File: config.mk
export PLATFORM = sky130hd
export DESIGN_NAME = rgbs_lane
export DESIGN_NICKNAME = d
export VERILOG_FILES = /design/src/hw/rtl/rgbs_pkg.sv /design/src/hw/rtl/rgbs_lane.sv
export SDC_FILE = /design/constraint.sdc
export NUM_CORES = 1
export LEC_CHECK = 0
export BUFFER_PORTS_ARGS = -buffer_cell sky130_fd_sc_hd__buf_2
export CAP_MARGIN = 20
export CORE_ASPECT_RATIO = 0.7
export CORE_MARGIN = 2
export CORE_UTILIZATION = 24
export DETAILED_ROUTE_END_ITERATION = 12
export PLACE_DENSITY = 0.46
export SYNTH_ARGS = -nofsm -noshare
export SYNTH_HDL_FRONTEND = slang
export SYNTH_SLANG_ARGS = --single-unit
File: constraint.sdc
create_clock -name vclk -period 17.85
set_clock_uncertainty 0.2 [all_clocks]
set_input_delay 1.785 -clock vclk [all_inputs]
set_output_delay 1.785 -clock vclk [all_outputs]
set_load 0.05 [all_outputs]
File: src/hw/rtl/rgbs_pkg.sv
// Shared types, constants and defaults of the RGB 3x3 sharpen block.
package rgbs_pkg;

  localparam int PIX_W     = 8;
  localparam int COL_OUT_W = 10;
  localparam int ROW_OUT_W = 12;
  localparam int CFG_IDX_W = 2;
  localparam int CFG_DAT_W = 12;
  localparam int IMG_W_W   = 11;
  localparam int IMG_H_W   = 12;

  localparam int MAX_LINE_PIXELS_DEF = 1024;
  localparam int MAX_ROWS_DEF        = 4095;

  localparam logic [IMG_W_W-1:0] IMG_W_RST = 11'd500;
  localparam logic [IMG_H_W-1:0] IMG_H_RST = 12'd281;

  // result queue
  localparam int FIFO_DEPTH = 8;
  localparam int FIFO_AW    = $clog2(FIFO_DEPTH);
  localparam int FIFO_CW    = FIFO_AW + 1;

  localparam int NUM_CH  = 3;
  localparam int WIN_N   = 9;
  localparam int WIN_CTR = 4;

  typedef enum logic [CFG_IDX_W-1:0] {
    REG_IMAGE_WIDTH  = 2'd0,
    REG_IMAGE_HEIGHT = 2'd1
  } cfg_reg_t;

  // channel 2 red, 1 green, 0 blue
  typedef logic [NUM_CH-1:0][PIX_W-1:0] pixel_t;

  // one pixel's worth of results, before compaction
  typedef struct packed {
    logic                 e_center;   // (c-1,r-1)
    logic                 e_rowend;   // (W-1,r-1)
    logic                 e_lastrow;  // (c,r) unchanged
    logic                 interior;
    logic [COL_OUT_W-1:0] col;
    logic [ROW_OUT_W-1:0] row;
    pixel_t               sharp;
    pixel_t               pass_center;
    pixel_t               pass_rowend;
    pixel_t               pass_lastrow;
  } bundle_t;

  typedef struct packed {
    logic [COL_OUT_W-1:0] col;
    logic [ROW_OUT_W-1:0] row;
    pixel_t               px;
    logic                 last;
  } result_t;

endpackage

File: src/hw/rtl/rgbs_lane.sv
// One channel lane: 9*center minus eight neighbors, clamped to 0..255.
module rgbs_lane (
  input  logic [rgbs_pkg::WIN_N-1:0][rgbs_pkg::PIX_W-1:0] win,
  output logic [rgbs_pkg::PIX_W-1:0]                      sharp
);

  localparam int SUM_W = rgbs_pkg::PIX_W + 3;  // eight neighbors
  localparam int ACC_W = rgbs_pkg::PIX_W + 5;  // signed 9*c - sum

  logic [SUM_W-1:0]        nb_sum;
  logic [SUM_W:0]          ctr9;
  logic signed [ACC_W-1:0] acc;

  always_comb begin
    nb_sum = '0;
    for (int i = 0; i < rgbs_pkg::WIN_N; i++) begin
      if (i != rgbs_pkg::WIN_CTR) begin
        nb_sum = nb_sum + SUM_W'(win[i]);
      end
    end
  end

  assign ctr9 = {(SUM_W+1-rgbs_pkg::PIX_W-3)'(0), win[rgbs_pkg::WIN_CTR], 3'b000}
              + (SUM_W+1)'(win[rgbs_pkg::WIN_CTR]);
  assign acc  = signed'({1'b0, ctr9}) - signed'({2'b00, nb_sum});

  always_comb begin
    if (acc < 0) begin
      sharp = '0;
    end else if (acc > signed'(ACC_W'(255))) begin
      sharp = '1;
    end else begin
      sharp = acc[rgbs_pkg::PIX_W-1:0];
    end
  end

endmodule

==> impl_metrics.ini <==
[cells_and_area]
seq_area_um2 = 0
seq_cells = 0
final_nets = 500
stdcell_count = 469
drive_gt1_share_pct = 25.5
final_util_pct = 30.5
diodes = 0
syn_to_final_growth_pct = 21.9
clkbuf_count = 0

[timing]
finalCritPeriodShare_pct = 50.1
drv_slew = 0
max_slew_margin_pct = 54.5
setup_tns_ns = 0
fin_ws_ns = 8.90
rsz0062_at_grt = no
worstMarginPinSlew_ns = 0.663
fmax_ghz = 0.112
final_hold_viol_count = 0
setup_viol = 0
finalCriticalPeriod_ns = 8.95

[critical_path]
crit_type = in -> out
crit_family = adder cells
cp.buffers_inverters = 7
crit_path_top_delay_cell = fa_1
critPathMaxStageDelay_ns = 0.52
path_max_fanout = 8
start_kind = input pin
end_kind = output pin
path_cells = buf_2, inv_1, fa_1, fa_1, inv_1, fa_1, inv_1, fa_1, inv_1, fa_1, inv_1, ha_1, a21oi_2, o221ai_1, a211o_2, a311o_1, nor4_4, a21oi_1, buf_2
crit_required_ns = 15.86
critical_path_arrival_ns = 6.97

[global_routing]
grt_max_degree = 11
grt_pass1_wl_um = 8980
grt_usage_pct = 9.58
grt-ovfl-total = 0
grt_pass1_vias = 2034
antenna_found_initial = 0

[place]
dp_slack_ns = 8.86
placed_cells = 469
place.gp.congestion = 0.780
numPortBuffers = 80
hpwlAfterDp_um = 5040

[floorplanning]
fp.dieW_um = 125
design.core.area_um2 = 9830
row_count = 30
io_pins = 80
die_h_um = 88.8
start_util_pct = 25.1
die_area_um2 = 11100

[detailed_routing]
avgRoutedWirePerCell_um = 11.0
via_per_inst = 4.11
vias = 1928
drtPass1Iterations = 4
dr.first_iter.drc_count = 42
routed_wirelength_um = 5170
antenna_left = 0
drc = 0

[cts]
hold_buffers = 0
cts_resized = 0
post_cts_buffers = 0

[min_path]
min_path_type = in -> out

[synth]
syn-instance-count = 264
synth-warning-count = 0
synth_area_um2 = 2460
post_synth_num_cell_types = 43
synth.yosys.seq_area_share_pct = 0
synth_nets = 421
synth_area_per_cell_um2 = 9.34

[flow_run]
maxCapViolCount = 0

[status]
outcome = finished clean
[through the flow]
| stage | hold WS (ns) | area [µm²] |
|---|---|---|
| 6_report | 4.13 | 3000 |
| 5_1_grt | 4.28 | 3000 |
| 4_1_cts | 4.12 | 3000 |
| 3_5_place_dp | 4.11 | 3000 |
| 3_3_place_gp | 4.10 | 3000 |
| 2_1_floorplan | 3.85 | 2460 |
[area by class of cell]
class | count | area, µm²
tap | 128 | 160
fill | 1078 | 6830
timing repair buffer | 80 | 400
inverter | 92 | 345
multi-input combinational | 169 | 2100
[final timing paths]
| path | slack [ns] | start | endpoint | depth (start not counted) |
|---|---|---|---|---|
| setup / recovery | 8.90 | win[7] | sharp[2] | 19 |
| hold / removal | 4.13 | win[32] | sharp[0] | 5 |
[cell families (layout without fill, tap and decap cells)]
group | after synthesis | count (layout) | synth area share [%]
AOI/OAI and AO/OA | 35 | 35 | 9.90
xor gates and xnor gates | 9 | 9 | 3.20
buffers and inverters | 95 | 172 | 14.9
and+or+nand+nor | 38 | 38 | 9.14
muxes | 2 | 2 | 0.863
adders and majority gates | 85 | 85 | 62.0
[synth_stat cells, types with 2 or more instances]
library cell	number	area, µm²
xor2_1	3	26.3
nand2_1	2	7.51
fa_1	62	1240
a21o_1	4	30.0
nor3_1	11	55.1
buf_2	2	10.0
and3_1	2	12.5
nor2_1	6	22.5
xnor2_1	6	52.6
nand3_1	4	20.0
ha_1	23	288
a211oi_1	2	15.0
inv_1	92	345
and2_1	2	12.5
a21oi_1	15	75.1
[cells in the final DEF (no fill, tap or decap), types with 2 or more instances in the layout]
master    Yosys  layout
and2_1        2       2
a21oi_1      15      15
xor2_1        3       3
fa_1         62      62
a21o_1        4       4
nor2_1        6       6
buf_2         2      80
nand3_1       4       4
inv_1        92      92
a211oi_1      2       2
nor3_1       11      11
and3_1        2       2
nand2_1       2       2
ha_1         23      23
xnor2_1       6       6
[per-layer routing]
metal | share of wire (%) | vias up | wire length, µm | GRT usage, %
li1 | - | 959 | - | -
met1 | 48 | 907 | 2500 | 14.5
met2 | 47 | 62 | 2410 | 16.4
met3 | 5.1 | 0 | 261 | 0.544
met4 | 0 | 0 | 0 | 0
met5 | 0 | - | 0 | 0
[tightest hold or removal path: cells and delay by family]
family	cells	cell delay (ns)
buffers and inverters	2	0.41
AND/OR/NAND/NOR	1	0.16
XOR/XNOR	1	0.10
AO/OA/AOI/OAI	1	0.09
Power is left out: the tool's default activity adds up to more than one toggle a clock period on the data nets, which glitch-free logic cannot reach.
