<file path="src/hw/rtl/rgbs_pkg.sv">
// Shared types, constants and defaults of the RGB 3x3 sharpen block.
package rgbs_pkg;

  localparam int PIX_W     = 8;
  localparam int COL_OUT_W = 10;
  localparam int ROW_OUT_W = 12;
  localparam int CFG_IDX_W = 2;
  localparam int CFG_DAT_W = 12;
  localparam int IMG_W_W   = 11;
  localparam int IMG_H_W   = 12;

  localparam int MAX_LINE_PIXELS_DEF = 1024;
  localparam int MAX_ROWS_DEF        = 4095;

  localparam logic [IMG_W_W-1:0] IMG_W_RST = 11'd500;
  localparam logic [IMG_H_W-1:0] IMG_H_RST = 12'd281;

  // result queue
  localparam int FIFO_DEPTH = 8;
  localparam int FIFO_AW    = $clog2(FIFO_DEPTH);
  localparam int FIFO_CW    = FIFO_AW + 1;

  localparam int NUM_CH  = 3;
  localparam int WIN_N   = 9;
  localparam int WIN_CTR = 4;

  typedef enum logic [CFG_IDX_W-1:0] {
    REG_IMAGE_WIDTH  = 2'd0,
    REG_IMAGE_HEIGHT = 2'd1
  } cfg_reg_t;

  // channel 2 red, 1 green, 0 blue
  typedef logic [NUM_CH-1:0][PIX_W-1:0] pixel_t;

  // one pixel's worth of results, before compaction
  typedef struct packed {
    logic                 e_center;   // (c-1,r-1)
    logic                 e_rowend;   // (W-1,r-1)
    logic                 e_lastrow;  // (c,r) unchanged
    logic                 interior;
    logic [COL_OUT_W-1:0] col;
    logic [ROW_OUT_W-1:0] row;
    pixel_t               sharp;
    pixel_t               pass_center;
    pixel_t               pass_rowend;
    pixel_t               pass_lastrow;
  } bundle_t;

  typedef struct packed {
    logic [COL_OUT_W-1:0] col;
    logic [ROW_OUT_W-1:0] row;
    pixel_t               px;
    logic                 last;
  } result_t;

endpackage

</file>
<file path="src/hw/rtl/rgbs_res_if.sv">
// Result channel.
interface rgbs_res_if;
  logic                           valid;
  logic                           ready;
  logic [rgbs_pkg::COL_OUT_W-1:0] col_out;
  logic [rgbs_pkg::ROW_OUT_W-1:0] row_out;
  logic [rgbs_pkg::PIX_W-1:0]     red_out;
  logic [rgbs_pkg::PIX_W-1:0]     green_out;
  logic [rgbs_pkg::PIX_W-1:0]     blue_out;
  logic                           last_of_run;

  modport source(output valid, col_out, row_out, red_out, green_out, blue_out,
                 last_of_run, input ready);
  modport sink(input valid, col_out, row_out, red_out, green_out, blue_out,
               last_of_run, output ready);
endinterface

</file>
<file path="src/hw/rtl/rgbs_merge.sv">
// Merge stage: packs the lanes' and pass-through values into results and queues them.
module rgbs_merge (
  input  logic              clk,
  input  logic              rst_n,
  input  logic              bnd_valid,
  input  rgbs_pkg::bundle_t bnd,
  output logic              bnd_ready,
  rgbs_res_if.source        out_if
);

  localparam int AW = rgbs_pkg::FIFO_AW;
  localparam int CW = rgbs_pkg::FIFO_CW;

  rgbs_pkg::result_t cand [3];
  logic              cand_en [3];
  rgbs_pkg::result_t slot [3];
  logic [1:0]        n_res;
  logic              push;
  logic              pop;

  rgbs_pkg::result_t mem [rgbs_pkg::FIFO_DEPTH];
  logic [AW-1:0]     wp_r, rp_r;
  logic [CW-1:0]     cnt_r, cnt_nxt, free;

  always_comb begin
    cand_en[0] = bnd.e_center;
    cand_en[1] = bnd.e_rowend;
    cand_en[2] = bnd.e_lastrow;

    cand[0].col  = bnd.col - rgbs_pkg::COL_OUT_W'(1);
    cand[0].row  = bnd.row - rgbs_pkg::ROW_OUT_W'(1);
    cand[0].px   = bnd.interior ? bnd.sharp : bnd.pass_center;
    cand[0].last = !bnd.e_rowend && !bnd.e_lastrow;

    cand[1].col  = bnd.col;
    cand[1].row  = bnd.row - rgbs_pkg::ROW_OUT_W'(1);
    cand[1].px   = bnd.pass_rowend;
    cand[1].last = !bnd.e_lastrow;

    cand[2].col  = bnd.col;
    cand[2].row  = bnd.row;
    cand[2].px   = bnd.pass_lastrow;
    cand[2].last = 1'b1;

    // compact the enabled candidates in order
    n_res = '0;
    for (int k = 0; k < 3; k++) begin
      slot[k] = cand[2];
    end
    for (int k = 0; k < 3; k++) begin
      if (cand_en[k]) begin
        slot[n_res] = cand[k];
        n_res       = n_res + 2'd1;
      end
    end
  end

  assign free      = CW'(rgbs_pkg::FIFO_DEPTH) - cnt_r;
  assign bnd_ready = free >= CW'(n_res);
  assign push      = bnd_valid && bnd_ready;
  assign pop       = out_if.valid && out_if.ready;
  assign cnt_nxt   = cnt_r + (push ? CW'(n_res) : CW'(0)) - CW'(pop);

  always_ff @(posedge clk) begin
    if (!rst_n) begin
      wp_r  <= '0;
      rp_r  <= '0;
      cnt_r <= '0;
    end else begin
      if (push) begin
        wp_r <= wp_r + AW'(n_res);
      end
      if (pop) begin
        rp_r <= rp_r + AW'(1);
      end
      cnt_r <= cnt_nxt;
    end
  end

  always_ff @(posedge clk) begin
    for (int k = 0; k < 3; k++) begin
      if (push && (k < int'(n_res))) begin
        mem[wp_r + AW'(k)] <= slot[k];
      end
    end
  end

  assign out_if.valid       = cnt_r != '0;
  assign out_if.col_out     = mem[rp_r].col;
  assign out_if.row_out     = mem[rp_r].row;
  assign out_if.red_out     = mem[rp_r].px[2];
  assign out_if.green_out   = mem[rp_r].px[1];
  assign out_if.blue_out    = mem[rp_r].px[0];
  assign out_if.last_of_run = mem[rp_r].last;

endmodule

</file>
<file path="src/flat_wrapper.sv">
// flat-port wrapper written by rule: the top's interface ports become plain ports
module rgbs_merge_flat 
  (clk, rst_n, bnd_valid, bnd, bnd_ready, out_if_valid, out_if_col_out, out_if_row_out, out_if_red_out, out_if_green_out, out_if_blue_out, out_if_last_of_run, out_if_ready);
  rgbs_res_if out_if_i ();
  input  logic clk;
  input  logic rst_n;
  input  logic bnd_valid;
  input  rgbs_pkg::bundle_t bnd;
  output logic bnd_ready;
  output wire logic [$bits(out_if_i.valid)-1:0] out_if_valid;
  output wire logic [$bits(out_if_i.col_out)-1:0] out_if_col_out;
  output wire logic [$bits(out_if_i.row_out)-1:0] out_if_row_out;
  output wire logic [$bits(out_if_i.red_out)-1:0] out_if_red_out;
  output wire logic [$bits(out_if_i.green_out)-1:0] out_if_green_out;
  output wire logic [$bits(out_if_i.blue_out)-1:0] out_if_blue_out;
  output wire logic [$bits(out_if_i.last_of_run)-1:0] out_if_last_of_run;
  input wire logic [$bits(out_if_i.ready)-1:0] out_if_ready;
  assign out_if_valid = out_if_i.valid;
  assign out_if_col_out = out_if_i.col_out;
  assign out_if_row_out = out_if_i.row_out;
  assign out_if_red_out = out_if_i.red_out;
  assign out_if_green_out = out_if_i.green_out;
  assign out_if_blue_out = out_if_i.blue_out;
  assign out_if_last_of_run = out_if_i.last_of_run;
  assign out_if_i.ready = out_if_ready;
  rgbs_merge u_core (.clk(clk), .rst_n(rst_n), .bnd_valid(bnd_valid), .bnd(bnd), .bnd_ready(bnd_ready), .out_if(out_if_i));
endmodule
</file>
<file path="config.mk">
export PLATFORM = sky130hd
export DESIGN_NAME = rgbs_merge_flat
export DESIGN_NICKNAME = d
export VERILOG_FILES = /design/src/hw/rtl/rgbs_pkg.sv /design/src/hw/rtl/rgbs_res_if.sv /design/src/hw/rtl/rgbs_merge.sv /design/src/flat_wrapper.sv
export SDC_FILE = /design/constraint.sdc
export NUM_CORES = 1
export LEC_CHECK = 0
export BUFFER_PORTS_ARGS = -buffer_cell sky130_fd_sc_hd__buf_2
export CAP_MARGIN = 20
export CORE_AREA = 3 3 190 377
export CTS_CLUSTER_SIZE = 10
export DETAILED_ROUTE_END_ITERATION = 12
export DIE_AREA = 0 0 193 380
export PLACE_DENSITY_LB_ADDON = 0.05
export SYNTH_ARGS = -nofsm -noshare
export SYNTH_HDL_FRONTEND = slang
export SYNTH_SLANG_ARGS = --single-unit
</file>
<file path="constraint.sdc">
create_clock -name clk -period 10.1 [get_ports clk]
set_input_delay 2.02 -clock clk [delete_from_list [all_inputs] [get_ports clk]]
set_output_delay 2.02 -clock clk [all_outputs]
set_load 0.02 [all_outputs]
</file>
==> results of run 1 <==
## worst paths after layout
check / startpoint / slack [ns] / to
max: bnd[121] / 2.27 / bnd_ready
min: u_core.rp_r[2]$_SDFFE_PN0P_ / 0.54 / register
min reg2reg: u_core.rp_r[2]$_SDFFE_PN0P_ / 0.54 / register
max reg2reg: u_core.cnt_r[0]$_SDFF_PN0_ / 6.06 / u_core.mem[1][45]$_DFFE_PP_
## routing by layer
metal  routed length (um)  GRT usage [%]  up-vias
met5                  114              0        -
met4                 6400           14.4       18
met3                 6180           4.35      350
met2                52300           48.9      982
met1                34800           29.3     9352
li1                     -              -     8119
## where the power goes
group          internal (mW)  switching, mW
registers               2.11          0.106
clock network          0.841          0.680
logic                  0.848           1.38
total                   3.80           2.16
## state kept, by name, summed over array words and instances (netlist names), named ones only
signal        count
u_core.wp_r       3
u_core.mem      376
u_core.rp_r       3
u_core.cnt_r      4
## worst reg2reg max path: cells and delay by family, from the launching register on
family / cells / cell delay (ns)
buffers and inverters: 3 / 0.86
adders and majority gates: 2 / 0.65
DFF: 1 / 0.35
AOI/OAI and AO/OA: 3 / 1.79
## logic make-up after synthesis
| group | synth area share [%] |
|---|---|
| compound gates | 19.2 |
| simple gates | 6.98 |
| xor+xnor | 3.69 |
| buf+inv | 4.09 |
| fa+ha+maj | 1.28 |
| flops | 48.2 |
| mux | 16.6 |
## placed cells by master, fill, tap and decap left out, types with 6 or more instances in the layout
cell | Yosys | layout
a2bb2oi_1 | 120 | 120
inv_1 | 19 | 19
o211ai_1 | 8 | 8
buf_2 | 46 | 174
edfxtp_1 | 376 | 376
a21oi_1 | 94 | 92
clkbuf_16 | 0 | 47
nor2_1 | 220 | 215
o221ai_1 | 24 | 24
dfxtp_1 | 13 | 10
o21ai_0 | 54 | 45
mux4_2 | 94 | 94
o22ai_1 | 115 | 115
o221a_2 | 23 | 23
ha_1 | 19 | 19
a31oi_1 | 9 | 6
o22a_1 | 77 | 77
nand3_1 | 18 | 16
mux2_2 | 117 | 117
mux2i_1 | 50 | 50
xor2_1 | 73 | 73
nand2_1 | 101 | 99
nor3_1 | 8 | 8
xnor2_1 | 28 | 27
a22oi_1 | 72 | 72
clkbuf_1 | 152 | 12
o21ai_4 | 0 | 10
buf_4 | 3 | 56
or3_1 | 9 | 8
## area by class of cell
cell class              instances  area [um^2]  share of cell area [%]
flip-flops and latches        389        11600                    42.9
inverters                      22         82.6                   0.306
clock buffers                  60         1230                    4.58
clock inverters                 3         16.3                  0.0603
diodes                          2         5.00                  0.0186
well taps                     897         1120                    4.16
multi-input cells            1411        11700                    43.2
repair buffers                230         1290                    4.79
==> flow_summary.yaml, run 1 <==
global_route:
  grt_use_total_pct: 26.9
  grt_max_degree: 51
  antenna_found_initial: 13
  grt_pass1_vias: 19700
  grt_pass1_wl_um: 141000
  grt.overflow.total: 0
final_layout:
  fillCellCount: 6770
  syn_to_final_growth_pct: 12.5
  stdcell_area_um2: 27000
  layout.cells.non_filler: 3014
  post-route-util_pct: 39.0
  final_nets: 2247
  drive_gt1_share_pct: 26.9
sta:
  finalCritPeriodShare_pct: 77.6
  hold_slack_ns: 0.539
  relSlewSlack_pct: 21.3
  setup_violations: 0
  setup_slack_ns: 2.27
  period_needed_ns: 7.83
  tns_ns: 0
  rsz0062_at_grt: "false"
  finalHoldViolCount: 0
  slew_viol_final: 0
  timing.fmax_mhz: 128
  tightest_slew_ns: 1.18
  clock-skew-final_ns: 0.0138
setup_path:
  cp.depth: 13
  slowest_stage: "nor2_2"
  slowest_delay_ns: 0.69
  worstRegToRegCells: 8
  cp-end-kind: "output pin"
  crit_fanout: 35
  worst_path_most_repeated_cell: "inv_1"
  crit_type: "input pin to output pin"
  critPathRequiredTime_ns: 8.08
  worst_ep_arrival_time_ns: 5.81
  crit_chain: "buf_2 > inv_1 > ha_1 > nand2b_1 > nand2_2 > inv_1 > ha_1 > inv_1 > o211ai_1 > buf_4 > nor2_2 > inv_2 > buf_2"
  cpLargestDelayFamily: "buffers and inverters"
  cp-start-kind: "input pin"
  critPathBufInv: 7
cts:
  cts_made_buffers: 45
  worstSkewPairLatency_ns: 0.58
  cts_sinks: 389
  postCtsHoldBufs: 0
  htree_levels: 2
  ctsResizeCount: 0
  cts_root_buf: "clkbuf_16"
  cts_setup_buffers: 0
  path_clk_slew_ns: 0.05
  cts_tree: "built"
  clockBufferDepth: 3
logic_synthesis:
  yosys-top-cells-area: "edfxtp_1 47%, mux4_2 8.8%, mux2_2 5.5%"
  yosys-top-cells-count: "376 x edfxtp_1, 220 x nor2_1, 152 x clkbuf_1, 120 x a2bb2oi_1, 117 x mux2_2"
  yosysTopAreaCell: "edfxtp_1"
  syn-cell-area_um2: 24000
  async_reset_ff_share_pct: 0
  yosysTopAreaCellShare_pct: 47.1
  avgSynthCellArea_um2: 11.7
  ys_ff_latch: 389
  syn-num-nets: 2191
  synth.distinct_cells: 61
  synth_most_common_cell: "edfxtp_1"
  postSynthCellCount: 2043
  seq_area_frac_synth_pct: 48.2
  synth_ff_type: "edfxtp_1"
  synth_edf_count: 376
  ys_warn_count: 0
outcome:
  status: "complete, no violations"
placed_design:
  dp_cells: 2949
  place_congestion: 0.846
  pre_cts_ws_ns: 2.28
  placedInstanceArea_um2: 25700
  hpwlAfterDp_um: 58700
  port_buffers: 174
worst_hold_path:
  hold_depth: 2
  hp-class: "register to register"
run:
  maxCapViolCount: 0
drt:
  dr.pass1.iters: 5
  vias_per_cell: 6.24
  drc: 0
  drt-total-wl_um: 99800
  ant_nets: 0
  drt_iter0_markers: 1472
  wl_per_cell_um: 33.1
  via_count: 18800
die:
  fp.dieArea_um2: 73300
  start_util_pct: 34.7
  rows: 136
  die_height_um: 380
  ios: 175
  fp.dieW_um: 193
  core_um2: 69100
power_and_ir_drop:
  power.static_leakage_nw: 9.38
  finalPower_mw: 5.96
  pwr_density_cell_nw_per_um2: 221
  ir_drop_v: 0.000126
Power figures use the tool's default switching activity.
==> run 2: changes to the inputs <==
- clock period: 10.1 -> 6.4 ns (I/O delays scaled with it)
==> run 2 against run 1 <==
Compared with the run above:
- flip-flop and latch count unchanged
- largest cell class unchanged
- global-route usage down 0.22 points
- sequential power increased by 59%
- critical path depth rose by 1
- highest routed layer unchanged
- worst setup slack got worse by 1.2 ns
- cell area up 0.97%
- non-clock buffer count rose by 21
- final cell count up 1.0%
- via count grew 0.83%
- sequential share of layout area down 0.40 points
- largest power group unchanged
- clock power increased by 58%
- core utilization up 0.38 points
==> flow_summary.yaml, run 2 (synthesis gave the netlist of run 1 again) <==
setup_path:
  worstRegToRegCells: 6
  crit_end: "bnd_ready"
  r2r-end: "u_core.mem[0][38]$_DFFE_PP_"
  cp-end-kind: "output pin"
  crit_type: "input pin to output pin"
  worst_ep_arrival_time_ns: 4.02
  startpoint: "bnd[121]"
  r2r-start: "u_core.wp_r[1]$_SDFFE_PN0N_"
  crit_fanout: 13
  r2r_setup_slack_ns: 2.81
  critPathRequiredTime_ns: 5.12
  cp-start-kind: "input pin"
die:
  core_um2: 69100
  ios: 175
  fp.dieArea_um2: 73300
  rows: 136
  fp.dieW_um: 193
  die_height_um: 380
  start_util_pct: 34.7
placed_design:
  port_buffers: 174
  place_congestion: 0.848
  dp_cells: 2970
  hpwlAfterDp_um: 63000
  placedInstanceArea_um2: 25900
drt:
  drc: 0
  drt_iter0_markers: 1708
  via_count: 19000
  vias_per_cell: 6.23
  dr.pass1.iters: 6
  ant_nets: 0
  drt-total-wl_um: 99100
  wl_per_cell_um: 32.5
final_layout:
  regArea_um2: 11600
  layout_common_cells: "376 x edfxtp_1, 215 x nor2_1, 174 x buf_2"
  largestRegisters: "u_core.mem (376), u_core.cnt_r (4)"
  layout.cells.non_filler: 3045
  stdcell_area_um2: 27200
  largest_register_ffs: 376
  drive_gt1_share_pct: 27.3
  syn_to_final_growth_pct: 13.6
  final_common_cell: "edfxtp_1"
  post-route-util_pct: 39.4
  largest-register: "u_core.mem"
  fillCellCount: 6741
  multi_input_area_um2: 11600
  final_nets: 2268
global_route:
  grt_pass1_vias: 19700
  grt.overflow.total: 0
  grt_pass1_wl_um: 141000
  antenna_found_initial: 11
  grt_max_degree: 54
  grt_use_total_pct: 26.7
cts:
  cts_sinks: 389
  clockBufferDepth: 3
  worstSkewPairLatency_ns: 0.58
  ctsResizeCount: 0
  htree_levels: 2
  cts_made_buffers: 45
  cts_root_buf: "clkbuf_16"
  postCtsHoldBufs: 0
  cts_setup_buffers: 0
  cts_tree: "built"
  path_clk_slew_ns: 0.05
power_and_ir_drop:
  power.static_leakage_nw: 9.51
  finalPower_mw: 9.47
  ir_drop_v: 0.000172
  pwr_density_cell_nw_per_um2: 348
sta:
  tightest_slew_ns: 0.968
  rsz0062_at_grt: "false"
  period_needed_ns: 5.30
  tns_ns: 0
  timing.fmax_mhz: 189
  setup_violations: 0
  clock-skew-final_ns: 0.0239
  relSlewSlack_pct: 35.3
  slew_viol_final: 0
  finalHoldViolCount: 0
  finalCritPeriodShare_pct: 82.9
outcome:
  status: "complete, no violations"
run:
  maxCapViolCount: 0
worst_hold_path:
  hp-class: "register to register"
[run 2: cell types whose count changed in the layout (fill, tap and decap cells not counted), sizes merged]
cell and delta:
clkbuf +7, diode +4, buf +21, clkinv -2, inv +1
[run 2: final cells by class]
type                            instances  area share, %
Sequential cell                       389           42.5
Clock inverter                          2         0.0643
Antenna cell                            6         0.0551
Clock buffer                           67           4.60
Tap cell                              897           4.12
Multi-Input combinational cell       1411           42.7
Timing Repair Buffer                  251           5.64
Inverter                               22          0.303
[run 2: power breakdown]
group / switching (mW) / internal (mW)
combinational: 2.14 / 1.39
sequential: 0.208 / 3.33
clock: 1.06 / 1.34
[run 2: critical path: stages]
cell      delay (ns)
buf_2           0.24
inv_1           0.22
ha_1            0.24
nand2b_1        0.26
nand2_2         0.20
inv_1           0.11
ha_1            0.28
inv_1           0.05
o211ai_1        0.17
buf_4           0.27
nor2_2          0.06
buf_4           0.21
inv_2           0.17
buf_2           0.23
[run 2: worst min-delay path by stage]
stage / start / end / slack (ns) / cells after the start
finish: u_core.rp_r[2]$_SDFFE_PN0P_ / register / 0.55 / 2
global route: u_core.rp_r[1]$_SDFFE_PN0P_ / register / 0.59 / 2
CTS: u_core.rp_r[2]$_SDFFE_PN0P_ / u_core.rp_r[2]$_SDFFE_PN0P_ / 0.55 / 2
detailed placement: u_core.rp_r[2]$_SDFFE_PN0P_ / register / 0.53 / 2
global placement: u_core.rp_r[2]$_SDFFE_PN0P_ / register / 0.51 / 2
floorplan: u_core.rp_r[2]$_SDFFE_PN0P_ / register / 0.48 / 2
[run 2: per-stage QoR]
step | hold slack [ns] | worst slack [ns]
floorplan | 0.485 | -0.878
global placement | 0.514 | 1.17
detailed placement | 0.527 | 1.13
CTS | 0.547 | 1.11
global route | 0.589 | 0.929
finish | 0.549 | 1.10
[run 2: per-layer routing]
metal	share of wire (%)	track usage (%)
met5	0.045	0
met4	5.2	12.5
met3	6.1	3.88
met2	53	49.0
met1	35	29.7
